**config.mk**
```make
export PLATFORM = sky130hd
export DESIGN_NAME = rsdz_div_cell
export DESIGN_NICKNAME = d
export VERILOG_FILES = /design/src/sv/assert_macros.svh /design/src/sv/rsdz_div_cell.sv
export SDC_FILE = /design/constraint.sdc
export NUM_CORES = 1
export LEC_CHECK = 0
export BUFFER_PORTS_ARGS = -buffer_cell sky130_fd_sc_hd__buf_2
export CORE_UTILIZATION = 47
export DETAILED_ROUTE_END_ITERATION = 6
export GPL_TIMING_DRIVEN = 0
export PLACE_DENSITY_LB_ADDON = 0.1
export SLEW_MARGIN = 20
export SYNTH_ARGS = -nofsm -noshare
export SYNTH_HDL_FRONTEND = slang
export SYNTH_SLANG_ARGS = --single-unit
```
**constraint.sdc**
```tcl
create_clock -name clk_i -period 0.8 [get_ports clk_i]
set_input_delay 0.16 -clock clk_i [delete_from_list [all_inputs] [get_ports clk_i]]
set_output_delay 0.16 -clock clk_i [all_outputs]
set_load 0.1 [all_outputs]
```
**src/sv/assert_macros.svh**
```systemverilog
// Concurrent assertion helpers, clocked on clk_i.
`ifndef ASSERT_MACROS_SVH
`define ASSERT_MACROS_SVH

// Check while out of reset.
`define RSDZ_ASSERT(lbl, prop, msg) \
  lbl: assert property (@(posedge clk_i) disable iff (!rst_ni) prop) \
    else $error(msg);

// Check at every edge, reset included.
`define RSDZ_ASSERT_ALWAYS(lbl, prop, msg) \
  lbl: assert property (@(posedge clk_i) prop) \
    else $error(msg);

`endif

```
**src/sv/rsdz_div_cell.sv**
```systemverilog
module rsdz_div_cell #(
  parameter int unsigned DW  = 23,
  parameter int unsigned NW  = 31,
  parameter int unsigned QW  = 31,
  parameter int unsigned SBW = 1
) (
  input  logic           clk_i,
  input  logic           rst_ni,
  input  logic           valid_i,
  input  logic [DW-1:0]  rem_i,
  input  logic [NW-1:0]  num_i,
  input  logic [DW-1:0]  den_i,
  input  logic [QW-1:0]  q_i,
  input  logic [SBW-1:0] side_i,
  output logic           valid_o,
  output logic [DW-1:0]  rem_o,
  output logic [NW-1:0]  num_o,
  output logic [DW-1:0]  den_o,
  output logic [QW-1:0]  q_o,
  output logic [SBW-1:0] side_o
);
  logic [DW:0]    sh, delta;
  logic           ge;
  logic           valid_q;
  logic [DW-1:0]  rem_q, den_q;
  logic [NW-1:0]  num_q;
  logic [QW-1:0]  q_q;
  logic [SBW-1:0] side_q;

  // Restoring step: shift in the next dividend bit, subtract when it fits.
  assign sh    = {rem_i, num_i[NW-1]};
  assign ge    = (sh >= {1'b0, den_i});
  assign delta = sh - {1'b0, den_i};

  always_ff @(posedge clk_i or negedge rst_ni) begin
    if (!rst_ni) begin
      valid_q <= 1'b0;
    end else begin
      valid_q <= valid_i;
    end
  end

  always_ff @(posedge clk_i) begin
    rem_q  <= ge ? delta[DW-1:0] : sh[DW-1:0];
    num_q  <= {num_i[NW-2:0], 1'b0};
    den_q  <= den_i;
    q_q    <= {q_i[QW-2:0], ge};
    side_q <= side_i;
  end

  assign valid_o = valid_q;
  assign rem_o   = rem_q;
  assign num_o   = num_q;
  assign den_o   = den_q;
  assign q_o     = q_q;
  assign side_o  = side_q;
endmodule

```
==> metrics.txt, run 1 <==
row count=32; synthesized area=slightly below 4000 um2; Die X-Extent=92.8 um; Clock Tree Buf Depth=2; status=aborted with a tool error; synth warn=0; cts bufs inserted=9; Post-Syn Instances=347; register area share after synthesis=0.564; die height=92.8 um; dpl ws=-1.85 ns; TritonCTS Sinks=109; Synthesized Nets=483; number of flops mapped to enable cells by yosys=0; cts repair resizes=roughly 450; CTS root buffer=clkbuf_8; I/O Buffers=219; last stage reached=clock tree synthesis (4_1_cts); # IOs=roughly 220; Post-DP HPWL=about 8.3 mm; Top FF cell, synth=dfxtp_1; Initial Utilization=0.494; Err=[ERROR DPL-0038] Utilization greater than 100%, impossible to legalize; library cells used by synthesis=50; #FFs+latches synth=109; ys async rst share=0.00917; Final GP Congestion=0.797; postcts setup bufs=11; syn avg cell area=11.2 um2; hold_buf cts=86; H-Tree Depth=3
-- stage by stage --
stage               setup TNS, ns  utilization  hold slack (ns)  cell area [um2]  instances
global placement           -48.71        0.670          -0.0657             5260        668
floorplan                  -36.08            -           -0.136             4030        347
detailed placement         -49.29        0.670          -0.0610             5260        668
-- cells by family after synthesis --
group	Yosys count	share of synthesized area
AO/OA/AOI/OAI	77	0.134
XOR/XNOR	17	0.0384
adder cells (fa/ha/maj)	24	0.0794
buffers and inverters	34	0.0384
flip-flops	109	0.564
multiplexers	18	0.0606
other	1	0.000967
AND/OR/NAND/NOR	67	0.0842
-- cell usage after synthesis (all sizes together), types with 2 or more instances --
cell type / instances / share of area
a21o: 11 / 0.023
a21oi: 17 / 0.022
a311o: 2 / 0.0052
a31oi: 9 / 0.018
and3: 2 / 0.0032
buf: 3 / 0.0084
clkbuf: 2 / 0.0019
dfxtp: 108 / 0.56
ha: 23 / 0.074
inv: 29 / 0.028
mux2: 14 / 0.050
mux2i: 4 / 0.010
nand2: 19 / 0.018
nand3: 12 / 0.015
nand4: 4 / 0.0065
nor2: 16 / 0.017
nor2b: 3 / 0.0048
nor3: 3 / 0.0039
nor4b: 2 / 0.0045
o21a: 2 / 0.0039
o21ai: 18 / 0.023
o21bai: 4 / 0.0077
o2bb2ai: 2 / 0.0045
o31ai: 2 / 0.0039
or3: 3 / 0.0048
xnor2: 12 / 0.027
xor2: 5 / 0.011
==> run 2: changes to the inputs <==
CORE_UTILIZATION = 34   (was 47)
PLACE_DENSITY_LB_ADDON = 0.15   (was 0.1)
==> metrics.txt, run 2 <==
Clk pwr share=0.229; most frequent cells in the layout=110 x buf_12, 108 x dfxtp_2, 108 x buf_2, 86 x dlygate4sd3_1, 27 x inv_1; CP top delay family=compound AO/OA/AOI/OAI gates; initial antenna violation count=0; CP endpoint kind=register; final antenna-violating net count=0; CTS root buffer=clkbuf_16; Final setup violation count=133; register share of total power=0.340; ys async rst share=0.00917; worst vdd ir=about 1.6 mV; crit-path max FO=5; largest net degree at the start of global routing=20; post-synth top area share=0.557; worst min path class=in2reg; nets=814; Relative slew margins=0.540; row count=38; crit path time final=2.10 ns; static leakage=0.00387 uW; Die X-Extent=109 um; hold slack=0.0540 ns; Fill cells=629; combinational power share=0.431; Synth area leaders=dfxtp_1 56%, ha_1 7.4%, mux2_4 3.9%; Tot GR Track Use=0.260; Placeable Area=11000 um2; Top FF cell, synth=dfxtp_1; hold depth=2; Setup TNS=-54.24 ns; Area growth, synth to finish=119%; final slew viol count=0; Clock Tree Buf Depth=2; unrepaired setup endpoints after global routing=true; Setup WS post-layout=-1.30 ns; library cells used by synthesis=50; area of the multi-input gates=1790 um2; drt first pass iters=4; Setup CP Type=in2reg; H-Tree Depth=3; # IOs=222; power per cell area=2230 nW/um2; crit share post-route=2.62; share of layout cells above drive strength 1=0.615; synthesized area=just under 4000 um2; grt ovf=0; die height=109 um; Initial Utilization=0.353; Synthesized Nets=483; #FFs+latches synth=109; sink of the worst hold path=rem_o[21]; FF+latch area=2330 um2; synth warn=0; vias in the first global route=around 4000; clk slew on worst S/H paths=~0.070 ns; maxcap violations=0; Yosys top cell by area=dfxtp_1; register area share after synthesis=0.564; Via Count=around 3800; most common cell after layout, fill and taps aside=buf_12; final-report hold violation count=0; Worst setup SP type=input port; Post-DP HPWL=8.33 mm; Slowest-stage cell, CP=fa_2; syn avg cell area=11.2 um2; failing checks=negative setup slack; fin util=0.773; number of flops mapped to enable cells by yosys=0; first-pass GRT wire length=between 20 and 25 mm; status=finished with violations; min-delay src=rem_i[20]; critical path arrival=2.32 ns; Final GP Congestion=about 0.8; Fmax=~480 MHz; dpl ws=-1.87 ns; cts bufs inserted=9; max incr delay on CP=around 0.33 ns; sw frac=0.397; Critical Path RT=1.02 ns; Synth top cells by count=108 x dfxtp_1, 29 x inv_1, 23 x ha_1, 19 x nand2_1, 17 x a21oi_1; DR iter-0 viols=between 150 and 200; I/O Buffers=219; Switch Pwr=7530 uW; worst-margin pin slew=0.686 ns; DRC=0; count leader, synth=dfxtp_1; routed vias/inst=4.65; max reg flops=31; Pwr Total=19000 uW; TritonCTS Sinks=109; # diodes=0; WP buf/inv=3; Routed WL per cell=18.4 um; Post-Syn Instances=347; Pint=11400 uW; CP Cell Sequence=buf_8, inv_8, ha_4, fa_2, and2b_1, o21bai_1, a311o_1, a21o_4, a31oi_4, nor2_4, buf_12, mux2_4; die area=11800 um2; WL final=15.1 mm; CTS tree=built
[run 2: cell counts after synthesis]
Identical to the previous run, type by type.
[run 2: layout make-up]
class	count	share of cell area
Sequential cell	109	0.274
Inverter	29	0.0137
Tap cell	140	0.0206
Clock buffer	10	0.0270
Buffer	2	0.00324
Timing Repair Buffer	323	0.445
Multi-Input combinational cell	204	0.211
Clock inverter	6	0.00633
[run 2: how the worst max path moves through the flow]
stage / startpoint / end / slack, ns / depth (start not counted)
4_1_cts: num_i[30] / rem_o[19] / -1.35 / 12
2_1_floorplan: num_i[30] / rem_o[10] / -1.50 / 11
3_3_place_gp: num_i[30] / rem_o[18] / -1.88 / 11
5_1_grt: num_i[30] / rem_o[17] / -1.36 / 12
6_report: num_i[30] / rem_o[17] / -1.30 / 12
3_5_place_dp: num_i[30] / rem_o[18] / -1.87 / 11
[run 2: repair_timing]
action	CTS	global route
pin swaps	20	11
hold buffers	86	0
setup endpoints to repair	133	133
resized for setup	478	30
gates cloned	1	0
endpoints found under the hold margin	86	0
setup buffers	9	8
[run 2: cells by family after synthesis]
family / share of synthesized area
buffers and inverters: 0.0384
xor gates and xnor gates: 0.0384
and+or+nand+nor: 0.0842
muxes: 0.0606
adders and majority gates: 0.0794
other: 0.000967
DFF: 0.564
AOI/OAI and AO/OA: 0.134
[run 2: power groups by stage]
stage                     logic [uW]  clock network [uW]  registers, uW
after floorplan                 1280                   0           9780
after global placement          5860                   0           6200
after detailed placement        5880                   0           6210
after CTS                       7900                4420           6410
after global routing            8460                4710           6490
final                           8180                4350           6440
[run 2: stage by stage]
| step | instances | cell area, um2 |
|---|---|---|
| after floorplan | 347 | 4030 |
| after global placement | 706 | 5310 |
| after detailed placement | 706 | 5310 |
| after CTS | 816 | 8300 |
| after global routing | 823 | 8490 |
| final | 823 | 8490 |
[run 2: layer usage]
metal / global-route usage / wire length, um
met1: 0.287 / 5950
met2: 0.492 / 8050
met3: 0.0652 / 950
met4: 0.0627 / 199
met5: 0 / 0
(Power assumes the default switching activity.)
==> run 3: changes to the inputs <==
CELL_PAD_IN_SITES_DETAIL_PLACEMENT = 0   (was unset)
CELL_PAD_IN_SITES_GLOBAL_PLACEMENT = 2   (was unset)
CORE_UTILIZATION = 27   (was 34)
==> metrics.txt, run 3 (synthesis gave the netlist of run 2 again) <==
Routed WL per cell=17.5 um; drt first pass iters=4; worst min path class=in2reg; WL final=15.0 mm; CTS root buffer=clkbuf_16; maxcap violations=0; most common cell after layout, fill and taps aside=buf_12; crit-path max FO=10; fin util=0.599; worst-margin pin slew=0.619 ns; Post-DP HPWL=9.32 mm; first-pass GRT wire length=roughly 23 mm; Via Count=3802; row count=43; Fill cells=1081; Die X-Extent=122 um; unrepaired setup endpoints after global routing=true; share of layout cells above drive strength 1=0.588; Setup WS post-layout=-1.33 ns; DR iter-0 viols=153; Final GP Congestion=around 0.77; Setup CP Type=in2reg; static leakage=between 0.003 and 0.004 uW; most frequent cells in the layout=110 x buf_12, 108 x dfxtp_2, 108 x buf_2, 86 x dlygate4sd3_1, 28 x inv_1; Final Instance Area=8350 um2; CP endpoint kind=register; cts bufs inserted=9; final slew viol count=0; Tot GR Track Use=0.203; Relative slew margins=0.585; failing checks=negative setup slack; grt ovf=0; final-report hold violation count=0; die area=approximately 15000 um2; Final setup violation count=133; max reg flops=31; Critical Path RT=1.03 ns; worst setup path end=rem_o[15]; vias in the first global route=between 3000 and 4000; Area growth, synth to finish=115%; DRC=0; dpl ws=-1.94 ns; largest net degree at the start of global routing=21; final antenna-violating net count=0; worst vdd ir=1.21 mV; die height=122 um; TritonCTS Sinks=~110; CTS tree=built; crit path time final=2.13 ns; power per cell area=2270 nW/um2; crit share post-route=2.66; # IOs=222; clk slew on worst S/H paths=around 0.08 ns; Clock Tree Buf Depth=2; crit path launch=num_i[30]; nets=808; placed cell area=5360 um2; H-Tree Depth=3; I/O Buffers=between 200 and 250; Fmax=470 MHz; status=finished with violations; Setup TNS=-55.61 ns; Initial Utilization=0.278; Worst setup SP type=input port; initial antenna violation count=1; critical path arrival=2.36 ns; routed vias/inst=4.43; Placeable Area=around 14000 um2
## run 3: changes by cell type in the layout (fill, tap and decap cells not counted), moves of 3 or more
cell     change
nand3_2      -6
a21oi_2      +4
a21oi_4      -4
ha_1         +5
nand3_1      +6
a31oi_2      -3
ha_4         -4
buf_4        -5
a31oi_1      +3
## run 3: worst max-delay path: stages
cell and delay, ns:
buf_8 0.09, inv_8 0.03, ha_4 0.15, fa_2 0.35, and2b_1 0.22, o21bai_1 0.09
a311o_1 0.32, a21o_4 0.25, a31oi_4 0.19, nor2_4 0.07, buf_12 0.15, mux2_4 0.29
## run 3: power breakdown
group / switching, uW / internal [uW] / leakage, uW / total, uW
clock: 2240 / 2300 / 0.000149 / 4540
combinational: 4860 / 3110 / 0.00276 / 7970
sequential: 418 / 6020 / 0.000923 / 6440
## run 3: per-stage QoR
stage          total power [uW]  hold WS (ns)  instances
5_1_grt                   19600        0.0266        858
3_5_place_dp              12100       -0.0625        746
2_1_floorplan             11100        -0.136        347
6_report                  18900        0.0305        858
4_1_cts                   19000       0.00693        856
3_3_place_gp              12100       -0.0655        746
## run 3: worst min-delay path by stage
stage	endpoint	start	slack, ns	cells after the start
after global routing	rem_o[22]	rem_i[21]	0.03	2
final	rem_o[22]	rem_i[21]	0.03	2
after CTS	rem_o[22]	rem_i[21]	0.007	2
after detailed placement	valid_o	rst_ni	-0.06	1
after floorplan	valid_o	rst_ni	-0.14	0
after global placement	valid_o	rst_ni	-0.07	1
## run 3: repair_timing
item	CTS	global route
endpoints found under the hold margin	86	0
gates resized for setup	474	11
gates cloned	1	0
endpoints found under the setup margin	133	133
setup buffers	7	3
hold buffers	86	0
pin swaps	6	6
## run 3: per-layer routing
metal	part of all wire	vias to the layer above	global-route usage
met1	0.41	1772	0.229
met4	0.022	0	0.0671
met5	0	-	0
li1	-	1861	-
met3	0.065	21	0.0548
met2	0.51	148	0.364
## run 3: area by class of cell
cell class / instances / area, um2 / area share
sequential: 109 / 2330 / 0.279
clock inverter: 6 / 62.6 / 0.00749
buffer: 3 / 38.8 / 0.00464
tap: 180 / 225 / 0.0270
clock buffer: 10 / 239 / 0.0286
antenna: 1 / 2.50 / 0.000300
multi-input combinational: 204 / 1640 / 0.196
timing repair buffer: 316 / 3700 / 0.443
inverter: 29 / 116 / 0.0139
==> run 4: changes to the inputs <==
==> constraint.sdc (replaced) <==
create_clock -name clk_i -period 0.8 [get_ports clk_i]
set_input_delay 0 -clock clk_i [delete_from_list [all_inputs] [get_ports clk_i]]
set_output_delay 0 -clock clk_i [all_outputs]
set_load 0.1 [all_outputs]
==> metrics.txt, run 4 (synthesis gave the netlist of run 2 again) <==
most frequent cells in the layout=111 x dlygate4sd3_1, 109 x buf_12, 108 x dfxtp_2, 108 x buf_2, 28 x inv_1; worst-margin pin slew=0.851 ns; Clock Tree Buf Depth=2; I/O Buffers=219; # diodes=0; DRC=0; Pint=11500 uW; TritonCTS Sinks=109; CP Cell Sequence=buf_8, inv_8, ha_4, fa_2, and2b_1, o21bai_2, a311o_1, a21o_4, a31oi_4, nor2_4, clkbuf_16, mux2_4; WL final=roughly 15 mm; Slowest-stage cell, CP=fa_2; worst min path class=in2reg; grt ovf=0; row count=43; largest net degree at the start of global routing=20; CTS tree=built; CP endpoint kind=register; CTS root buffer=clkbuf_16; Final GP Congestion=0.771; max incr delay on CP=0.33 ns; crit share post-route=2.43; die height=122 um; Die X-Extent=122 um; # IOs=222; fin cells=884; routed vias/inst=4.41; static leakage=0.00395 uW; crit-path max FO=5; drt first pass iters=4; final slew viol count=0; cts bufs inserted=9; clk slew on worst S/H paths=0.08 ns; dpl ws=-1.76 ns; Placeable Area=~14000 um2; die area=approximately 15000 um2; combinational power share=0.431; Pwr Total=19000 uW; Switch Pwr=7520 uW; sw frac=0.396; Critical Path RT=around 1.0 ns; Inst Count DP=~750; critical path arrival=between 2 and 2.5 ns; failing checks=negative setup slack; Setup WS post-layout=-1.14 ns; share of layout cells above drive strength 1=0.591; status=finished with violations; Initial Utilization=0.278; H-Tree Depth=3; Fmax=slightly above 500 MHz; Relative slew margins=0.429; Area growth, synth to finish=125%; max reg flops=31; nets=835; maxcap violations=0; register share of total power=0.339; Clk pwr share=0.230; worst vdd ir=between 1 and 1.5 mV; final-report hold violation count=0; Routed WL per cell=17.2 um; Setup CP Type=in2reg; crit path time final=between 1.5 and 2 ns; Via Count=3900; Final setup violation count=133; power per cell area=between 2000 and 2500 nW/um2; most common cell after layout, fill and taps aside=dlygate4sd3_1; vias in the first global route=4054; Worst setup SP type=input port; DR iter-0 viols=171; first-pass GRT wire length=22.7 mm; Fill cells=approximately 1000; unrepaired setup endpoints after global routing=true; initial antenna violation count=0; Post-DP HPWL=9.01 mm; Tot GR Track Use=0.205; Setup TNS=-33.57 ns; final antenna-violating net count=0
-- run 4: cell types whose count changed in the layout (fill, tap and decap cells not counted), moves of 2 or more --
cell and delta:
nand3_1 -7, a31oi_2 +3, o21ai_1 -3, ha_1 -2
a31oi_1 -3, o21ai_2 +2, inv_6 -2, dlygate4sd3_1 +25
nand3_2 +7, buf_6 +2, a21oi_4 +2, ha_4 +2
-- run 4: worst paths after layout --
check,from,to,slack [ns],depth (start not counted)
max,num_i[30],rem_o[9],-1.14,12
min,den_i[1],rem_o[1],0.06,3
max in group asynchronous,rst_ni,valid_o,0.16,3
min in group asynchronous,rst_ni,valid_o,0.51,3
-- run 4: area by class of cell --
type                    instances  area [um2]  area share
repair buffers                344        3990       0.457
flip-flops and latches        109        2320       0.266
multi-input cells             204        1760       0.202
clock buffers                  10         229      0.0262
well taps                     180         225      0.0258
inverters                      29         116      0.0133
clock inverters                 6        57.6     0.00659
plain buffers                   2        27.5     0.00315
-- run 4: power groups by stage --
| stage | combinational [uW] | clock, uW | sequential (uW) |
|---|---|---|---|
| 2_1_floorplan | 1280 | 0 | 9780 |
| 3_3_place_gp | 5910 | 0 | 6200 |
| 3_5_place_dp | 5920 | 0 | 6210 |
| 4_1_cts | 8030 | 4500 | 6410 |
| 5_1_grt | 8480 | 4740 | 6480 |
| 6_report | 8180 | 4360 | 6440 |
-- run 4: stage by stage --
step	instance area, um2	utilization	hold slack (ns)
3_3_place_gp	5350	0.384	-0.226
5_1_grt	8730	0.626	0.0690
3_5_place_dp	5350	0.384	-0.224
4_1_cts	8600	0.617	0.0430
6_report	8730	0.626	0.0591
2_1_floorplan	4030	-	-0.296
-- run 4: routing by layer --
metal	global-route usage	vias up	share of wire
li1	-	1916	-
met1	0.233	1825	0.40
met2	0.367	146	0.52
met3	0.0599	13	0.075
met4	0.0571	0	0.013
met5	0	-	0
-- run 4: what timing repair did --
item,CTS,global route
endpoints found under the hold margin,109,0
hold buffers,111,0
pin swaps,17,11
endpoints found under the setup margin,133,133
buffers inserted,8,5
gates resized for setup,479,26
cloned,1,0
-- run 4: worst max-delay path, delay by kind of cell --
family | cells | cell delay [ns]
compound gates | 4 | 0.80
fa+ha+maj | 2 | 0.48
simple gates | 2 | 0.32
buf+inv | 3 | 0.29
mux | 1 | 0.29
