## src/sv/assert_macros.svh

```systemverilog
// Concurrent assertion helpers, clocked on clk_i.
`ifndef ASSERT_MACROS_SVH
`define ASSERT_MACROS_SVH

// Check while out of reset.
`define RSDZ_ASSERT(lbl, prop, msg) \
  lbl: assert property (@(posedge clk_i) disable iff (!rst_ni) prop) \
    else $error(msg);

// Check at every edge, reset included.
`define RSDZ_ASSERT_ALWAYS(lbl, prop, msg) \
  lbl: assert property (@(posedge clk_i) prop) \
    else $error(msg);

`endif

```

## src/sv/rsdz_sqrt_cell.sv

```systemverilog
module rsdz_sqrt_cell #(
  parameter int unsigned RW  = 23,
  parameter int unsigned VW  = 46,
  parameter int unsigned SBW = 1
) (
  input  logic           clk_i,
  input  logic           rst_ni,
  input  logic           valid_i,
  input  logic [VW-1:0]  rad_i,
  input  logic [RW:0]    rem_i,
  input  logic [RW-1:0]  root_i,
  input  logic [SBW-1:0] side_i,
  output logic           valid_o,
  output logic [VW-1:0]  rad_o,
  output logic [RW:0]    rem_o,
  output logic [RW-1:0]  root_o,
  output logic [SBW-1:0] side_o
);
  logic [RW+1:0] r4, trial, delta;
  logic          ge;
  logic          valid_q;
  logic [VW-1:0] rad_q;
  logic [RW:0]   rem_q, rem_d;
  logic [RW-1:0] root_q, root_d;
  logic [SBW-1:0] side_q;

  // One root bit per cell: bring down two radicand bits, try root*4+1.
  assign r4    = {rem_i[RW-1:0], rad_i[VW-1 -: 2]};
  assign trial = {root_i, 2'b01};
  assign ge    = (r4 >= trial);
  assign delta = r4 - trial;
  assign rem_d  = ge ? delta[RW:0] : r4[RW:0];
  assign root_d = {root_i[RW-2:0], ge};

  always_ff @(posedge clk_i or negedge rst_ni) begin
    if (!rst_ni) begin
      valid_q <= 1'b0;
    end else begin
      valid_q <= valid_i;
    end
  end

  always_ff @(posedge clk_i) begin
    rad_q  <= {rad_i[VW-3:0], 2'b00};
    rem_q  <= rem_d;
    root_q <= root_d;
    side_q <= side_i;
  end

  assign valid_o = valid_q;
  assign rad_o   = rad_q;
  assign rem_o   = rem_q;
  assign root_o  = root_q;
  assign side_o  = side_q;
endmodule

```

## config.mk

```make
export PLATFORM = sky130hd
export DESIGN_NAME = rsdz_sqrt_cell
export DESIGN_NICKNAME = d
export VERILOG_FILES = /design/src/sv/assert_macros.svh /design/src/sv/rsdz_sqrt_cell.sv
export SDC_FILE = /design/constraint.sdc
export NUM_CORES = 1
export LEC_CHECK = 0
export BUFFER_PORTS_ARGS = -buffer_cell sky130_fd_sc_hd__buf_2
export CORE_MARGIN = 2
export CORE_UTILIZATION = 25
export CTS_CLUSTER_SIZE = 8
export DETAILED_ROUTE_END_ITERATION = 7
export GPL_TIMING_DRIVEN = 0
export PLACE_DENSITY = 0.51
export SKIP_CTS_REPAIR_TIMING = 1
export SLEW_MARGIN = 20
export SYNTH_ARGS = -nofsm -noshare
export SYNTH_HDL_FRONTEND = slang
export SYNTH_SLANG_ARGS = --single-unit
```

## constraint.sdc

```tcl
create_clock -name clk_i -period 0.8 [get_ports clk_i]
set_input_delay 0.2 -clock clk_i [delete_from_list [all_inputs] [get_ports clk_i]]
set_output_delay 0.2 -clock clk_i [all_outputs]
set_load 0.01 [all_outputs]
```

Yosys cells after proc, flatten, opt, wreduce, memory -nomap -nowiden
Cells that the tools add are included.
- bits in registers: 93
- latch bits: 0
- RAM bits: 0
- bits in read-only memories: 0
- bits of input ports: 97
- word-level logic and storage cells: 8
- memories: 0
- $add $sub $neg: 1
- $mul: 0
- div/mod/pow operators: 0
- magnitude comparators: 1
- eq/ne operators: 0
- shift operators: 0
- muxes and demuxes: 1
- bitwise operators: 0
- reductions and logical operators: 0
- operators with widths (operator ; count):
    >= comparator 25 bit ; 1
    2-to-1 mux 24 bit ; 1
    subtractor 24 bit ; 1

Depth between registers and ports, before layout
Gate-level depths: netlist of the first run.
- word-level depth: 2
- gate-level depth with buffers: 11
- depth with buffers taken out: 9

Least setup slack after synthesis of the first run
No wires, ideal clock.
- path type: in2reg
- start point: in root_i[14]
- end point: reg rem_q[12] (netlist: rem_o[12])
- arrival: 1.967 ns
- required time: 0.679 ns
- path slack: -1.288 ns
- stages on the path: 10
- path buffers: 1
- path through: inv_1 > ha_1 > clkbuf_2 > and4_1 > and2_4 > o2111ai_1 > a211oi_2 > o22ai_4 > inv_2 > mux2_2
- cells in the longest elaborated chain, start to end: 2
- RTL lines (element ; RTL line ; source):
    start, declared ; rsdz_sqrt_cell.sv:11 ; input logic [RW-1:0] root_i,
    >= comparator 25 bit ; rsdz_sqrt_cell.sv:30 ; assign ge = (r4 >= trial);
    net ge ; rsdz_sqrt_cell.sv:20 ; logic ge;
    2-to-1 mux 24 bit ; rsdz_sqrt_cell.sv:32 ; assign rem_d = ge ? delta[RW:0] : r4[RW:0];
    net rem_d[12] ; rsdz_sqrt_cell.sv:23 ; logic [RW:0] rem_q, rem_d;
    end signal, assigned ; rsdz_sqrt_cell.sv:45 ; rem_q <= rem_d;
    end, declared ; rsdz_sqrt_cell.sv:23 ;
The timed path passes the listed nets, and every way through them passes these cells.

Final worst setup path of the first run
- start point: in root_i[0]
- end point: reg rem_q[20] (netlist: rem_o[20])
- cells in the longest elaborated chain, start to end: 2
- elaborated cells between the ends (all ways): 3
- those cells by class: add/sub: 1; order compare: 1; mux: 1
- RTL lines (element ; RTL line):
    subtractor 24 bit / >= comparator 25 bit (equally long branches) ; rsdz_sqrt_cell.sv:31, rsdz_sqrt_cell.sv:30
    2-to-1 mux 24 bit * ; rsdz_sqrt_cell.sv:32
    net rem_d[20] ; rsdz_sqrt_cell.sv:23
Mark *: on every way through the listed nets, which the timed path passes. The rest lies on a longest branch.

==> results of run 1 <==
==> synth_stat cells, types with 2 or more instances <==
cell type / instances
o2111ai_1: 2
a21boi_0: 2
and4_1: 2
xnor2_1: 11
buf_6: 2
o211ai_1: 2
a211oi_1: 2
nand3_1: 6
xor2_1: 8
o21ai_1: 12
a21o_1: 4
o21bai_1: 4
nor2_1: 6
buf_2: 5
a211oi_2: 3
nand4_1: 5
o21ai_0: 21
mux2_2: 2
nand2_1: 35
o21a_1: 5
o31ai_1: 3
a21oi_1: 18
clkbuf_2: 4
a41oi_1: 2
dfxtp_1: 92
nand2b_1: 2
and2_1: 3
inv_1: 30
ha_1: 25
buf_4: 3
nor3_1: 5
==> sequential cells by signal, summed over array words and instances, names as in the netlist <==
register and flops:
side_o 1, valid_o 1, rem_o 24, rad_o 44
root_o 23
==> power groups by stage <==
| stage | registers, mW | clock network (mW) | logic (mW) |
|---|---|---|---|
| after CTS | 5.14 | 4.29 | 2.60 |
| final | 5.21 | 4.14 | 3.58 |
| after floorplan | 5.48 | 0 | 1.31 |
| after global routing | 5.24 | 4.50 | 3.87 |
| after global placement | 5.23 | 0 | 2.58 |
| after detailed placement | 5.24 | 0 | 2.59 |
==> per-layer routing <==
| layer | up-vias | track usage (%) | routed length (um) | part of all wire, % |
|---|---|---|---|---|
| met5 | - | 0 | 0 | 0 |
| met4 | 0 | 3.66 | 115 | 0.99 |
| met3 | 9 | 4.74 | 951 | 8.2 |
| met2 | 140 | 22.5 | 5880 | 51 |
| met1 | 1628 | 14.1 | 4680 | 40 |
| li1 | 1737 | - | - | - |
==> area by class of cell <==
cell class              instances  area (sq um)
fillers                      1257          7080
repair buffers                276          2120
flip-flops and latches         93          1900
multi-input cells             207          1900
clock buffers                   9           225
well taps                     180           225
inverters                      31           154
plain buffers                   8          85.1
clock inverters                 7          67.6
diodes                          1          2.50
==> cells by family (layout without fill, tap and decap cells) <==
| logic type | Yosys count | after routing | share of synthesized area, % |
|---|---|---|---|
| compound gates | 90 | 90 | 17.2 |
| xor+xnor | 19 | 19 | 4.75 |
| fa+ha+maj | 25 | 25 | 8.92 |
| buf+inv | 45 | 331 | 5.89 |
| flops | 93 | 93 | 53.2 |
| mux | 2 | 2 | 0.642 |
| other cells | 1 | 3 | 0.107 |
| simple gates | 69 | 69 | 9.24 |
==> worst max-delay path by stage <==
stage / cells past startpoint / to / slack, ns
after global routing: 10 / rem_o[20] / -1.16
after detailed placement: 12 / rem_o[15] / -1.76
after CTS: 12 / rem_o[15] / -1.40
final: 10 / rem_o[20] / -1.11
after global placement: 12 / rem_o[15] / -1.71
after floorplan: 10 / rem_o[12] / -1.19
==> worst max-delay path, delay by kind of cell <==
family	cells	cell delay, ns
AO/OA/AOI/OAI	5	1.46
adder cells (fa/ha/maj)	1	0.29
buffers and inverters	2	0.11
AND/OR/NAND/NOR	2	0.10
==> impl_metrics.yaml, run 1 <==
outcome:
  status: "complete, but fails checks"
  violations: "negative setup slack"
cells_and_area:
  syn2layout_area_growth_pct: 90.8
  final_common_cell: "buf_2"
  fin_area_sq_um: 6690
  layout_common_cells: "buf_2, dlygate4sd3_1, dfxtp_1"
  fin_cells: 812
  drive_gt1_share_pct: 55.3
  utilization_pct: 48.6
  fin_nets: 748
global_routing:
  grt_pass1_wl_um: 14500
  track_usage_pct: 12.7
  grt_pass1_vias: 2997
  grt_max_degree: 19
  antenna_found_initial: 1
  overflow: 0
clock_network:
  cts_made_buffers: 9
  clk_pin_slew_ns: 0.07
  clockBufferDepth: 2
  cts_tree: "yes"
  cts.sink_count: 93
  h-tree-depth: 3
  clock-root-buffer: "clkbuf_16"
sta:
  max_freq_mhz: 524
  setup_viol: 118
  maxSlewViolCount: 0
  layout_min_cycle_time_ns: 1.91
  holdWs_ns: 0.0487
  grt_setup_unrepaired: "true"
  fin_tns_setup_ns: -40.82
  setup_ws_ns: -1.11
  finalHoldViolCount: 0
  finalCritPeriodShare_pct: 239
critical_path:
  crit_fanout: 4
  worstPathCellList: "buf_8 > inv_4 > ha_4 > nand2b_4 > a2111o_1 > a31o_4 > a211oi_4 > o311a_4 > nor3_4 > o31ai_2"
  critPathArrivalTime_ns: 2.17
  crit_path_end_kind: "flop"
  start_kind: "input pin"
  slowest_delay_ns: 0.45
  required_ns: 1.06
  startpoint: "root_i[0]"
  path_class: "input pin to flop"
  crit_path_top_delay_cell: "a2111o_1"
placement:
  port_buffers: 188
  dpl.cell_count: 713
  place_area_sq_um: 4960
  pre_cts_ws_ns: -1.76
  place_congestion: 0.824
  hpwl_um: 8130
power:
  pwr-share-seq_pct: 40.3
  power_mw: 12.9
  pwr_density_cell_nw_per_um2: 1930
  swShare_pct: 29.0
  p_int_mw: 9.18
  power_frac_clock_pct: 32.0
  p_leak_nw: 3.04
  switchingPower_mw: 3.74
  vdd_ir_drop_max_v: 0.000998
  comb_power_share_pct: 27.7
routing:
  viasPerCell: 4.33
  antenna_left: 0
  first_pass_iters: 4
  drc_errors: 0
  routed_wirelength_um: 11600
  num_vias: 3514
  routedWlPerCell_um: 14.3
  drtIter0Drc: 125
die:
  die_x_um: 122
  dieArea_sq_um: 15000
  io_pins: 192
  die_y_um: 122
  rows: 43
  initial_core_util_pct: 25.5
  core-area_sq_um: 13800
yosys:
  syn_inst: 344
  netlist_area_sq_um: 3510
  synth.top_cell.area_share_pct: 52.5
  synth.area.top_cells: "dfxtp_1, ha_1, nand2_1, inv_1, o21ai_0"
  syn-mean-instance-area_sq_um: 10.2
  ys.flop_type: "dfxtp_1"
  synth-edff-count: 0
  seq_area_frac_synth_pct: 53.2
  async_flop_share_pct: 1.08
  yosysWarnings: 0
  ys_types: 49
  synth_largest_area_cell: "dfxtp_1"
  ys_ff_latch: 93
worst_hold_path:
  worstHoldPathType: "input pin to flop"
  hold_start: "rem_i[0]"
  min_path_cells: 3
  hold_path_end: "rem_o[2]"
run:
  cap_violations: 0
(Power assumes the default switching activity.)
==> run 2, diff against run 1 <==
--- a/config.mk
+++ b/config.mk
@@ -6,7 +6,6 @@
 export NUM_CORES = 1
 export LEC_CHECK = 0
 export BUFFER_PORTS_ARGS = -buffer_cell sky130_fd_sc_hd__buf_2
-export CORE_MARGIN = 2
 export CORE_UTILIZATION = 25
 export CTS_CLUSTER_SIZE = 8
 export DETAILED_ROUTE_END_ITERATION = 7
==> run 2 against run 1 <==
  * The run ends with negative hold slack, negative setup slack left
  * Non-clock buffer count up 16
  * Clock power is essentially flat
  * Cell count rose by 1.4%
  * Critical path type unchanged
  * Highest routed layer unchanged
==> impl_metrics.yaml, run 2 (synthesized netlist as in run 1, its figures left out) <==
critical_path:
  path_class: "input pin to flop"
  slowest_delay_ns: 0.37
  start_kind: "input pin"
  worstPathCellList: "buf_6 > ha_4 > nand2_4 > buf_4 > a2111o_1 > a31o_4 > a211oi_4 > o311a_4 > nor3_2 > o31ai_2"
  critPathBufInv: 2
  cp_top_family: "compound AO/OA/AOI/OAI gates"
  crit_path_top_delay_cell: "a2111o_1"
  crit_fanout: 6
  required_ns: 1.05
  critPathArrivalTime_ns: 2.16
  crit_path_end_kind: "flop"
die:
  initial_core_util_pct: 26.1
  rows: 42
  dieArea_sq_um: 14500
  die_y_um: 120
  io_pins: 192
  die_x_um: 120
  core-area_sq_um: 13500
worst_hold_path:
  worstHoldPathType: "input pin to flop"
clock_network:
  cts_made_buffers: 9
  clockBufferDepth: 2
  clk_pin_slew_ns: 0.07
  cts.sink_count: 93
  h-tree-depth: 3
  clock-root-buffer: "clkbuf_16"
  cts_tree: "yes"
sta:
  holdWs_ns: -0.0367
  finalHoldViolCount: 1
  setup_viol: 118
  finalCritPeriodShare_pct: 239
  layout_min_cycle_time_ns: 1.91
  grt_setup_unrepaired: "true"
  maxSlewViolCount: 0
  setup_ws_ns: -1.11
  fin_tns_setup_ns: -41.10
  max_freq_mhz: 523
cells_and_area:
  diodes: 0
  fin_area_sq_um: 6950
  largest_reg_flops: 44
  fillers: 1222
  multi_input_area_sq_um: 2010
  layout_common_cells: "buf_2, dlygate4sd3_1, dfxtp_1"
  ff_latch_area_sq_um: 1910
  syn2layout_area_growth_pct: 98.3
  final_common_cell: "buf_2"
  fin_nets: 764
  drive_gt1_share_pct: 59.0
placement:
  hpwl_um: 7960
  place_congestion: 0.787
  place_area_sq_um: 4950
  pre_cts_ws_ns: -1.76
  port_buffers: 188
routing:
  num_vias: 3549
  viasPerCell: 4.31
  antenna_left: 0
  drc_errors: 0
  routedWlPerCell_um: 14.1
  first_pass_iters: 4
  routed_wirelength_um: 11600
  drtIter0Drc: 99
run:
  cap_violations: 0
outcome:
  status: "complete, but fails checks"
  violations: "negative hold slack, negative setup slack"
power:
  power_mw: 13.3
  vdd_ir_drop_max_v: 0.000939
  pwr_density_cell_nw_per_um2: 1910
  p_leak_nw: 3.16
global_routing:
  grt_max_degree: 18
  grt_pass1_vias: 3057
  antenna_found_initial: 0
  overflow: 0
  grt_pass1_wl_um: 15200
  track_usage_pct: 13.7
## run 2: area by class of cell
type                       count  share of cell area (%)
buffer                         9                    1.48
timing repair buffer         291                    32.5
clock buffer                  10                    3.44
multi-input combinational    207                    29.0
clock inverter                 6                   0.774
tap                          176                    3.17
inverter                      31                    2.25
sequential                    93                    27.4
## run 2: path summary, 6_finish.rpt
kind | start | end | slack (ns) | depth (start not counted)
max in group asynchronous | rst_ni | valid_o | 0.54 | 2
min in group asynchronous | rst_ni | valid_o | 0.17 | 2
setup / recovery | rem_i[4] | rem_o[20] | -1.11 | 10
hold / removal | root_i[3] | root_o[4] | -0.04 | 1
## run 2: power by group
part	switching, mW	total, mW	leakage, nW	internal [mW]
combinational	1.82	3.94	2.23	2.12
clock	1.87	4.11	0.142	2.24
sequential	0.123	5.20	0.789	5.08
total	3.81	13.3	3.16	9.45
## run 2: per-layer routing
layer | GRT usage, % | routed length (um)
met1 | 15.5 | 4770
met4 | 5.32 | 172
met5 | 0 | 0
met2 | 24.7 | 5900
met3 | 3.16 | 728
## run 2: per-stage QoR
stage                     hold slack [ns]  cells  util (%)
after floorplan                   -0.0956    345         -
after global placement            -0.0255    709      36.8
after detailed placement          -0.0240    709      36.8
after CTS                          -0.398    725      39.0
after global routing              -0.0466    823      51.7
final                             -0.0367    823      51.7
==> run 3, diff against run 2 <==
--- a/config.mk
+++ b/config.mk
@@ -5,12 +5,13 @@
 export SDC_FILE = /design/constraint.sdc
 export NUM_CORES = 1
 export LEC_CHECK = 0
+export ABC_AREA = 1
 export BUFFER_PORTS_ARGS = -buffer_cell sky130_fd_sc_hd__buf_2
 export CORE_UTILIZATION = 25
 export CTS_CLUSTER_SIZE = 8
 export DETAILED_ROUTE_END_ITERATION = 7
 export GPL_TIMING_DRIVEN = 0
-export PLACE_DENSITY = 0.51
+export PLACE_DENSITY = 0.49
 export SKIP_CTS_REPAIR_TIMING = 1
 export SLEW_MARGIN = 20
 export SYNTH_ARGS = -nofsm -noshare
==> run 3 against run 2 <==
  * Final area up 9.5%
  * Via count is 25% higher
  * Sequential power down 0.8%
  * Critical path type unchanged
  * Sequential share of layout area shrank 2.6 points
  * Utilization is 5.6 points lower
  * Critical path depth is 1 higher
  * Non-clock buffer count is 2 lower
  * Area after synthesis increased by 20%
  * The run ends with negative setup slack left
  * Global-route usage is 0.85 points higher
==> impl_metrics.yaml, run 3 <==
yosys:
  syn_inst: 579
  yosysWarnings: 0
  seq_area_frac_synth_pct: 44.3
  async_flop_share_pct: 1.08
  ys.flop_type: "dfxtp_1"
  synth_largest_area_cell: "dfxtp_1"
  synth.most_common_cell: "nand2_1"
  ys_types: 27
  synth-edff-count: 0
  ys_ff_latch: 93
  ys_top_cells_by_count: "nand2_1, inv_1, dfxtp_1, nand4_1, nor2_1"
  netlist_area_sq_um: 4210
  synth.top_cell.area_share_pct: 43.7
  syn-mean-instance-area_sq_um: 7.27
  synth.area.top_cells: "dfxtp_1, nand2_1, inv_1, ha_1, nand4_1"
sta:
  grt_setup_unrepaired: "true"
  max_freq_mhz: 645
  finalCritPeriodShare_pct: 194
  setup_ws_ns: -0.752
  setup_viol: 118
  maxSlewViolCount: 0
  finalHoldViolCount: 0
  holdWs_ns: 0.120
  layout_min_cycle_time_ns: 1.55
clock_network:
  clockBufferDepth: 2
  cts_tree: "yes"
  cts_made_buffers: 9
  cts.sink_count: 93
  clock-root-buffer: "clkbuf_16"
  clk_pin_slew_ns: 0.06
  h-tree-depth: 3
critical_path:
  critPathArrivalTime_ns: 1.79
  startpoint: "root_i[22]"
  endpoint: "rem_o[18]"
  crit_path_end_kind: "flop"
  crit_fanout: 8
  required_ns: 1.04
  path_class: "input pin to flop"
  start_kind: "input pin"
power:
  pwr_density_cell_nw_per_um2: 1730
  vdd_ir_drop_max_v: 0.00108
  p_leak_nw: 3.97
routing:
  drc_errors: 0
  viasPerCell: 4.02
  routedWlPerCell_um: 12.4
  num_vias: 4432
  antenna_left: 0
  drtIter0Drc: 120
  first_pass_iters: 4
  routed_wirelength_um: 13700
die:
  die_x_um: 132
  dieArea_sq_um: 17400
  io_pins: 192
  rows: 47
  initial_core_util_pct: 25.5
  die_y_um: 132
  core-area_sq_um: 16500
global_routing:
  track_usage_pct: 14.5
  antenna_found_initial: 0
  grt_max_degree: 17
  use_met3_pct: 4.23
  grt_pass1_wl_um: 19600
  gr-usage-met1_pct: 17.4
  grt_busiest_layer: "met2"
  overflow: 0
  grt_pass1_vias: 3968
  use_met2_pct: 24.6
cells_and_area:
  drive_gt1_share_pct: 45.0
  syn2layout_area_growth_pct: 80.8
  largest_reg_flops: 44
  utilization_pct: 46.1
  diodes: 0
  fin_nets: 1000
  layout_common_cells: "buf_2, nand2_1, inv_1"
  final_common_cell: "buf_2"
placement:
  hpwl_um: 10000
  place_congestion: 0.867
  port_buffers: 188
outcome:
  status: "complete, but fails checks"
  violations: "negative setup slack"
run:
  cap_violations: 0
worst_hold_path:
  worstHoldPathType: "input pin to flop"
## run 3: cell count changes after synthesis, moves of 10 or more
cell	previous run	this run
nand3_1	6	22
o21ai_0	21	1
o21ai_1	12	0
nor2_1	6	28
nand4_1	5	30
nand2_1	35	218
xnor2_1	11	1
inv_1	30	112
## run 3: power by group
part / internal [mW] / switching [mW] / total [mW] / leakage (nW)
Combinational: 1.96 / 2.05 / 4.01 / 3.05
Clock: 2.13 / 1.87 / 4.00 / 0.133
Sequential: 5.06 / 0.106 / 5.16 / 0.788
## run 3: worst min path at each step
| stage | start | end | slack [ns] | cells past startpoint |
|---|---|---|---|---|
| after floorplan | rst_ni | valid_o | -0.1 | 0 |
| after global placement | rst_ni | valid_o | -0.03 | 1 |
| after detailed placement | rst_ni | valid_o | -0.02 | 1 |
| after CTS | rst_ni | valid_o | -0.40 | 1 |
| after global routing | rem_i[16] | rem_o[18] | 0.12 | 3 |
| final | rem_i[16] | rem_o[18] | 0.12 | 3 |
## run 3: logic make-up after synthesis
group                      synth area share [%]
adders and majority gates                  7.43
DFF                                        44.3
xor gates and xnor gates                   2.29
AOI/OAI and AO/OA                          1.99
and+or+nand+nor                            32.1
other                                    0.0890
buffers and inverters                      11.8
## run 3: critical path: stages
cell and delay [ns]:
buf_2 0.10, inv_1 0.08, ha_4 0.22, a21oi_1 0.18
o21a_1 0.17, nand2_2 0.07, a21oi_4 0.21, nand3_4 0.23
clkbuf_16 0.24, nand2_4 0.05, nand2_1 0.04
## run 3: per-stage QoR
stage,power (mW),setup TNS [ns],setup slack [ns],area (sq um),std cells
2_1_floorplan,7.04,-17.98,-0.729,4600,580
3_3_place_gp,8.13,-29.32,-1.21,5810,988
3_5_place_dp,8.15,-29.56,-1.22,5810,988
4_1_cts,12.2,-37.66,-0.855,6090,1004
5_1_grt,14.0,-38.07,-0.795,7620,1103
6_report,13.2,-33.65,-0.752,7620,1103
## run 3: layout make-up
| cell class | instances | area [sq um] |
|---|---|---|
| Clock buffer | 10 | 229 |
| Clock inverter | 6 | 47.5 |
| Sequential cell | 93 | 1890 |
| Fill cell | 1615 | 8910 |
| Tap cell | 220 | 275 |
| Timing Repair Buffer | 289 | 2120 |
| Inverter | 113 | 464 |
| Multi-Input combinational cell | 363 | 2490 |
| Buffer | 9 | 97.6 |
## run 3: layer usage
metal  routed length [um]  share of wire, %
met3                  671               4.9
met2                 6690                49
met1                 6150                45
met4                  208               1.5
met5                    0                 0
